<file path="src/design/separable_gaussian_blur_assert.svh">
// Assertion macros used by the separable Gaussian blur top level.
`ifndef SEPARABLE_GAUSSIAN_BLUR_ASSERT_SVH
`define SEPARABLE_GAUSSIAN_BLUR_ASSERT_SVH

`ifndef SYNTHESIS
`define SGB_ASSERT(lbl, prop, msg) \
  lbl: assert property (@(posedge clk) disable iff (rst) prop) else $error(msg);
`define SGB_ASSERT_ALWAYS(lbl, prop, msg) \
  lbl: assert property (@(posedge clk) prop) else $error(msg);
`else
`define SGB_ASSERT(lbl, prop, msg)
`define SGB_ASSERT_ALWAYS(lbl, prop, msg)
`endif

`endif

</file>
<file path="src/design/sgb_pkg.sv">
// Package with the constants, types and weight table of the separable Gaussian blur.
`default_nettype none

package sgb_pkg;

  localparam int SIGMA      = 15;
  localparam int COORD_W    = 8;
  localparam int MAX_WIDTH  = 1 << COORD_W;
  localparam int MAX_HEIGHT = 1 << COORD_W;
  localparam int DIM_W      = COORD_W + 1;
  localparam int POS_W      = DIM_W + 1;
  localparam int ADDR_W     = 2 * COORD_W;
  localparam int FRAME_DEPTH = MAX_WIDTH * MAX_HEIGHT;

  localparam int CH_W   = 8;
  localparam int NCH    = 3;
  localparam int PIX_W  = CH_W * NCH;
  localparam int KIND_W = 2;

  localparam int REACH  = 3 * SIGMA;
  localparam int NTAPS  = 2 * REACH + 1;
  localparam int TAP_W  = $clog2(NTAPS + 1);
  localparam int MAG_W  = $clog2(REACH + 1);

  localparam int ROM_DEPTH = 46;
  localparam int ROM_IDX_W = $clog2(ROM_DEPTH);
  localparam int WT_W      = 5;
  localparam int WSUM_W    = 10;
  localparam int PROD_W    = CH_W + WT_W;
  localparam int ACC_W     = CH_W + WSUM_W;
  localparam int DSH_W     = WSUM_W + CH_W - 1;
  localparam int DCNT_W    = $clog2(CH_W);

  localparam int CFG_IDX_W = 2;
  localparam logic [CFG_IDX_W-1:0] REG_FRAME_WIDTH  = CFG_IDX_W'(0);
  localparam logic [CFG_IDX_W-1:0] REG_FRAME_HEIGHT = CFG_IDX_W'(1);

  typedef enum logic [KIND_W-1:0] {
    KIND_WRITE = 2'd0,
    KIND_HBLUR = 2'd1,
    KIND_VBLUR = 2'd2
  } kind_t;

  localparam logic [WT_W-1:0] WEIGHT_ROM [0:ROM_DEPTH-1] = '{
    5'd26, 5'd26, 5'd26, 5'd26, 5'd25, 5'd25, 5'd24, 5'd23, 5'd23, 5'd22,
    5'd21, 5'd20, 5'd19, 5'd18, 5'd17, 5'd16, 5'd15, 5'd13, 5'd12, 5'd11,
    5'd10, 5'd9,  5'd9,  5'd8,  5'd7,  5'd6,  5'd5,  5'd5,  5'd4,  5'd4,
    5'd3,  5'd3,  5'd2,  5'd2,  5'd2,  5'd1,  5'd1,  5'd1,  5'd1,  5'd0,
    5'd0,  5'd0,  5'd0,  5'd0,  5'd0,  5'd0
  };

  typedef struct packed {
    logic [NCH-1:0][ACC_W-1:0] acc;
    logic [WSUM_W-1:0]         wsum;
  } div_req_t;

  typedef struct packed {
    logic busy;
    logic done;
  } div_stat_t;

  // Weight of a tap at distance m from the centre; zero beyond the table.
  function automatic logic [WT_W-1:0] tap_weight(input logic [MAG_W-1:0] m);
    logic [MAG_W+ROM_IDX_W-1:0] mx;
    mx = (MAG_W + ROM_IDX_W)'(m);
    if (mx < (MAG_W + ROM_IDX_W)'(ROM_DEPTH)) begin
      return WEIGHT_ROM[mx[ROM_IDX_W-1:0]];
    end
    return '0;
  endfunction

endpackage

`default_nettype wire

</file>
<file path="src/design/sgb_div.sv">
// Three-lane restoring divider that yields one quotient bit per lane each cycle while busy.
`default_nettype none

module sgb_div import sgb_pkg::*; (
  input  logic             clk,
  input  logic             rst,
  input  logic             start,
  input  div_req_t         req,
  output div_stat_t        stat,
  output logic [PIX_W-1:0] quot
);

  logic                      busy;
  logic                      done;
  logic [DCNT_W-1:0]         cnt;
  logic [NCH-1:0][ACC_W-1:0] rem;
  logic [NCH-1:0][CH_W-1:0]  q;
  logic [DSH_W-1:0]          dsh;
  logic                      zero;

  always_ff @(posedge clk) begin
    if (rst) begin
      busy <= 1'b0;
      done <= 1'b0;
      cnt  <= '0;
    end else begin
      done <= 1'b0;
      if (start) begin
        busy <= 1'b1;
        cnt  <= DCNT_W'(CH_W - 1);
      end else if (busy) begin
        cnt <= cnt - 1'b1;
        if (cnt == '0) begin
          busy <= 1'b0;
          done <= 1'b1;
        end
      end
    end
  end

  always_ff @(posedge clk) begin
    if (start) begin
      rem  <= req.acc;
      q    <= '0;
      dsh  <= {req.wsum, (CH_W - 1)'(0)};
      zero <= (req.wsum == '0);
    end else if (busy) begin
      for (int c = 0; c < NCH; c++) begin
        if (rem[c] >= ACC_W'(dsh)) begin
          rem[c] <= rem[c] - ACC_W'(dsh);
          q[c]   <= {q[c][CH_W-2:0], 1'b1};
        end else begin
          q[c]   <= {q[c][CH_W-2:0], 1'b0};
        end
      end
      dsh <= dsh >> 1;
    end
  end

  assign stat.busy = busy;
  assign stat.done = done;
  assign quot      = zero ? '0 : q;

endmodule

`default_nettype wire
</file>
<file path="config.mk">
export PLATFORM = sky130hd
export DESIGN_NAME = sgb_div
export DESIGN_NICKNAME = d
export VERILOG_FILES = /design/src/design/separable_gaussian_blur_assert.svh /design/src/design/sgb_pkg.sv /design/src/design/sgb_div.sv
export SDC_FILE = /design/constraint.sdc
export NUM_CORES = 1
export LEC_CHECK = 0
export BUFFER_PORTS_ARGS = -buffer_cell sky130_fd_sc_hd__clkbuf_2
export CAP_MARGIN = 20
export CORE_UTILIZATION = 45
export CTS_CLUSTER_DIAMETER = 80
export DETAILED_ROUTE_END_ITERATION = 6
export PLACE_DENSITY = 0.64
export SLEW_MARGIN = 20
export SYNTH_ARGS = -nofsm -noshare
export SYNTH_HDL_FRONTEND = slang
export SYNTH_SLANG_ARGS = --single-unit
</file>
<file path="constraint.sdc">
create_clock -name clk -period 7.72 [get_ports clk]
set_input_delay 0 -clock clk [delete_from_list [all_inputs] [get_ports clk]]
set_output_delay 0 -clock clk [all_outputs]
set_load 0.02 [all_outputs]
</file>
### Word-level counts from Yosys, hierarchy flattened

Cells that the tools add are included.

| storage, ports and cells | value |
|---|---|
| memory bits (writable) | 0 |
| memories kept | 0 |
| ROM bits | 0 |
| word-level logic and storage cells | 47 |
| latch bits | 0 |
| flip-flop bits (word level) | 101 |

| operators by class | value |
|---|---|
| bitwise logic cells | 1 |
| divide/modulo/power cells | 0 |
| equality and inequality tests | 0 |
| add/subtract/negate cells | 4 |
| reductions and logical operators | 10 |
| $mul | 0 |
| multiplexer cells | 17 |
| shift-type cells | 0 |
| $lt $le $gt $ge | 3 |

Operators by type and width:

| operator | count |
|---|---|
| 2-to-1 mux 54 bit | 2 |
| >= comparator 18 x 17 -> 1 bit | 3 |
| 2-to-1 mux 18 bit | 3 |
| subtractor 18 x 17 -> 18 bit | 3 |
| 2-to-1 mux 17 bit | 2 |
| 2-to-1 mux 24 bit | 1 |
| logical NOT 10 bit | 1 |
| nonzero test 2 bit | 4 |
| 2-to-1 mux 1 bit | 7 |
| 2-to-1 mux 3 bit | 2 |
| AND reduction 2 bit | 3 |
| logical NOT 3 bit | 1 |
| OR reduction 3 bit | 1 |
| subtractor 3 x 1 -> 3 bit (second input constant) | 1 |
| NOT 1 bit | 1 |

### Logic depth before layout (Yosys ltp)

| depth | value |
|---|---|
| depth in word-level cells | 4 |
| depth in mapped cells | 10 |
| depth with buffers taken out | 10 |

### Least setup slack after synthesis

Ideal clock, no wire load.

| path | value |
|---|---|
| kind | register -> register |
| start point | register rem[0] (netlist bit) |
| end point | register rem[0] (netlist bit), enable pin |
| stages on the path, launching flop included | 11 |
| period minus slack after synthesis | 3.556 ns |
| path slack | 4.164 ns |
| setup time | 0.418 ns |
| data arrival time | 3.138 ns |
| cells stage by stage | edfxtp_1 > inv_1 > ha_1 > fa_1 > nor2b_1 > o2111ai_1 > a31oi_1 > o2111ai_1 > nand3_1 > a211oi_1 > o21ai_0 |

| between the ends | value |
|---|---|
| longest elaborated chain between the ends | 3 |

RTL lines:

| element | line | source |
|---|---|---|
| start: declaration | sgb_div.sv:16 | `logic [NCH-1:0][ACC_W-1:0] rem;` |
| start signal: assignment | sgb_div.sv:43 | `rem <= req.acc;` |
| start signal: indexed assignment | sgb_div.sv:50 | `rem[c] <= rem[c] - ACC_W'(dsh);` |
| >= comparator 18 x 17 -> 1 bit | sgb_div.sv:49 | `if (rem[c] >= ACC_W'(dsh)) begin` |
| nonzero test 2 bit (no line) | -- |  |
| AND reduction 2 bit (no line) | -- |  |

Every way passes these cells.
A chain may end at the register's enable or synchronous reset.

### Worst setup path after layout

| path | value |
|---|---|
| start point | register rem[36] (netlist bit) |
| end point | register rem[47] (netlist bit), enable pin |

Same word-level chain as after synthesis.

==> summary.md <==
| Metric | Value |
|---|---|
| Layout area overhead | 21.5% |
| Hold-fix buffers, CTS | 57 |
| Die H | 125 microns |
| Max VDD drop | 0.000127 V |
| Share of post-route cells with drive strength above 1 | 14.4% |
| WP depth | 10 |
| Post-CTS Setup Bufs | 0 |
| Final Instance Area | 8240 sq um |
| Fin util | 56.5% |
| Clock-pin transition on the worst setup and hold timing paths | 70 ps |
| DRT antenna net count | 0 |
| Synth Area in Compound Gates | 19.1% |
| Worst R2R Path Depth | 10 |
| Crit share post-route | 40.5% |
| Wire length on met2 | 8.51 mm |
| Nets | 997 |
| Commonest non-fill, non-tap cell in the layout | clkbuf_2 |
| Largest net degree at the start of global routing | 94 |
| Crit-path cells | inv_1 > ha_1 > fa_1 > nor2b_1 > o21bai_1 > a21boi_0 > o31ai_1 > a31oi_1 > a2111o_1 > a21o_1 |
| Die W | 125 microns |
| Required @ worst endpoint | 7710 ps |
| Critical Path Source Type | flop |
| Avg Cell Area, Syn | 9.13 sq um |
| Setup TNS | 0 ps |
| Synth Area in Simple Gates | 17.5% |
| Placed instance area | 7360 sq um |
| Max-Cap Viols | 0 |
| Synth Area in XOR/XNOR | 4.78% |
| Hold Path Stages | 3 |
| Synth top area cells | edfxtp_1 29%, dfxtp_1 11%, ha_1 9.8% |
| CTS tree | yes |
| Clk sinks | 101 |
| Rel. slew slack | 43.0% |
| Final min period | 3130 ps |
| YS warnings | 0 |
| Clk_lat worst skew | 360 ps |
| Main combinational cell family by area after synthesis | compound AO/OA/AOI/OAI gates |
| Hold slack | 9.36 ps |
| Post-Synth Adder-Cell Area | 10.7% |
| Routability congestion estimate | 0.872 |
| CTS resizes | 0 |
| CTS buffer count | 9 |
| Core Footprint | 14,600 sq um |
| Measured slew at the worst slew-check pin | 855 ps |
| First-pass detailed-route iteration total | 7 |
| Final number of setup-violating endpoints | 0 |
| Met3 wire length | 691 microns |
| Gr usage total | 22.7% |
| Global-route wire length before repair | 28.2 mm |
| Register area share after synthesis | 39.4% |
| DRC viols | 0 |
| Post-synth top area cell | edfxtp_1 |
| CP arrival | 3110 ps |
| Worst min-delay path class | input pin to flop |
| Asr flop ratio synth | 0% |
| Vias in the first global route | 5,875 |
| WL per Instance | 16.3 microns |
| Die area | 15,600 sq um |
| Root buf cell | clkbuf_16 |
| Most used flip-flop cell after synthesis | edfxtp_1 |
| Sum of buffers and inverters on the critical path | 1 |
| Area share of the largest cell type after synthesis | 28.8% |
| Post-synth EDFFs | 65 |
| Post-synthesis mux area share | 4.60% |
| Gr ovfl total | 0 |
| Leakage | 3.53 nW |
| Crit. End Element | flop |
| Yosys reg bits | 101 |
| WS Path Type | flop to flop |
| Distinct cell type count after synthesis | 66 |
| Setup Skew | 9.75 ps |
| Final worst slack | 4590 ps |
| Slew Viols, Final | 0 |
| CP top delay family | compound AO/OA/AOI/OAI gates |
| Post-DP HPWL | 12.2 mm |
| Met1 Routed Length | 7.67 mm |
| Via density | 5.53 |
| # diodes | 0 |
| Final Non-Filler Cells | 1,063 |
| Fin. Hold Viols | 0 |
| Io pins | 93 |
| Unrepaired setup endpoints after global routing | no |
| H-tree depth reported by CTS | 3 |
| Worst slack, placed | 4640 ps |
| Starting Density | 46.4% |
| Crit Path Max Fanout | 18 |
| Placed Instances | 990 |
| Initial antenna violation count | 0 |
| Crit-path slowest cell | a21o_1 |
| Achievable Freq | 320 MHz |
| Gate Count Post-Synth | 742 |
| Most frequent cells in the layout | 91 x clkbuf_2, 83 x nand2_1, 75 x o21ai_0, 65 x edfxtp_1, 61 x nor2_1 |
| Num rows | 44 |
| Top Layer Used | met4 |
| Power consumption | 2.15 mW |
| Vias | 5,882 |
| Status | completed |
| WL final | 17.3 mm |
| Port Buffer Count | 92 |
| Max stage delay on crit path | 640 ps |
| Worst-case clock buffer depth | 2 |
| Mapped Nets | 865 |
| Cell Area, Synth | 6780 sq um |
| Number of DRC markers in iteration 0 | 290 |
| P per Cell Area | 261 nW/um^2 |
registers in the layout, indices dropped and copies added (netlist names):
name and cells:
done 1, cnt 3, rem 54, zero 1, busy 1, q 24
dsh 17
final timing paths:
| kind | start | endpoint | slack (ps) |
|---|---|---|---|
| worst max register to register | rem[36]$_DFFE_PP_ | rem[47]$_DFFE_PP_ | 4590 |
| worst min register to register | q[7]$_SDFFE_PP0P_ | q[7]$_SDFFE_PP0P_ | 490 |
| worst min-delay path | req[59] | rem[49]$_DFFE_PP_ | 9 |
| worst max-delay path | rem[36]$_DFFE_PP_ | rem[47]$_DFFE_PP_ | 4590 |
power by group:
part / total, mW / switching (mW) / leakage [nW] / internal, mW
registers: 0.745 / 0.0461 / 0.952 / 0.699
clock network: 0.473 / 0.220 / 0.153 / 0.253
logic: 0.935 / 0.534 / 2.42 / 0.401
total: 2.15 / 0.800 / 3.53 / 1.35
logic make-up after synthesis:
family	count (synthesis)
and+or+nand+nor	249
AOI/OAI and AO/OA	201
DFF	101
buffers and inverters	67
adders and majority gates	56
xor gates and xnor gates	37
muxes	31
worst reg2reg max path: stages, from the launching register on:
cell and delay [ps]:
edfxtp_1 320, inv_1 40, ha_1 210, fa_1 420
nor2b_1 190, o21bai_1 80, a21boi_0 350, o31ai_1 160
a31oi_1 190, a2111o_1 150, a21o_1 640
metal layers:
layer  vias up  track usage [%]
li1       2943                -
met1      2737             27.5
met2       168             39.9
met3        34             3.44
met4         0             9.64
met5         -                0
synth_stat cells, drive strengths merged, types with 2 or more instances:
master and n:
a211oi 7, o211ai 4, buf 4, dfxtp 36, and3 7, a22o 10
nand3 13, or4 2, ha 53, o2111ai 3, o211a 3, a31o 3
a41oi 2, o21ai 77, nand2 83, nor2b 31, nand4 6, fa 3
mux2i 30, nor4 3, a211o 2, a21o 16, o21bai 3, a21boi 3
xnor2 17, a21oi 38, a31oi 5, o41ai 2, edfxtp 65, and2 5
clkbuf 27, inv 35, o21a 8, nor3 13, xor2 20, nor2 61
nand2b 15, nor3b 2, o31ai 6, or3 2
final cells by class:
type,count,area (sq um)
fillers,1375,6350
multi-input cells,574,3830
flip-flops and latches,101,2670
repair buffers,152,1060
clock buffers,11,264
well taps,184,230
inverters,36,135
clock inverters,5,43.8
No activity file was read; power rests on OpenSTA's default activity.
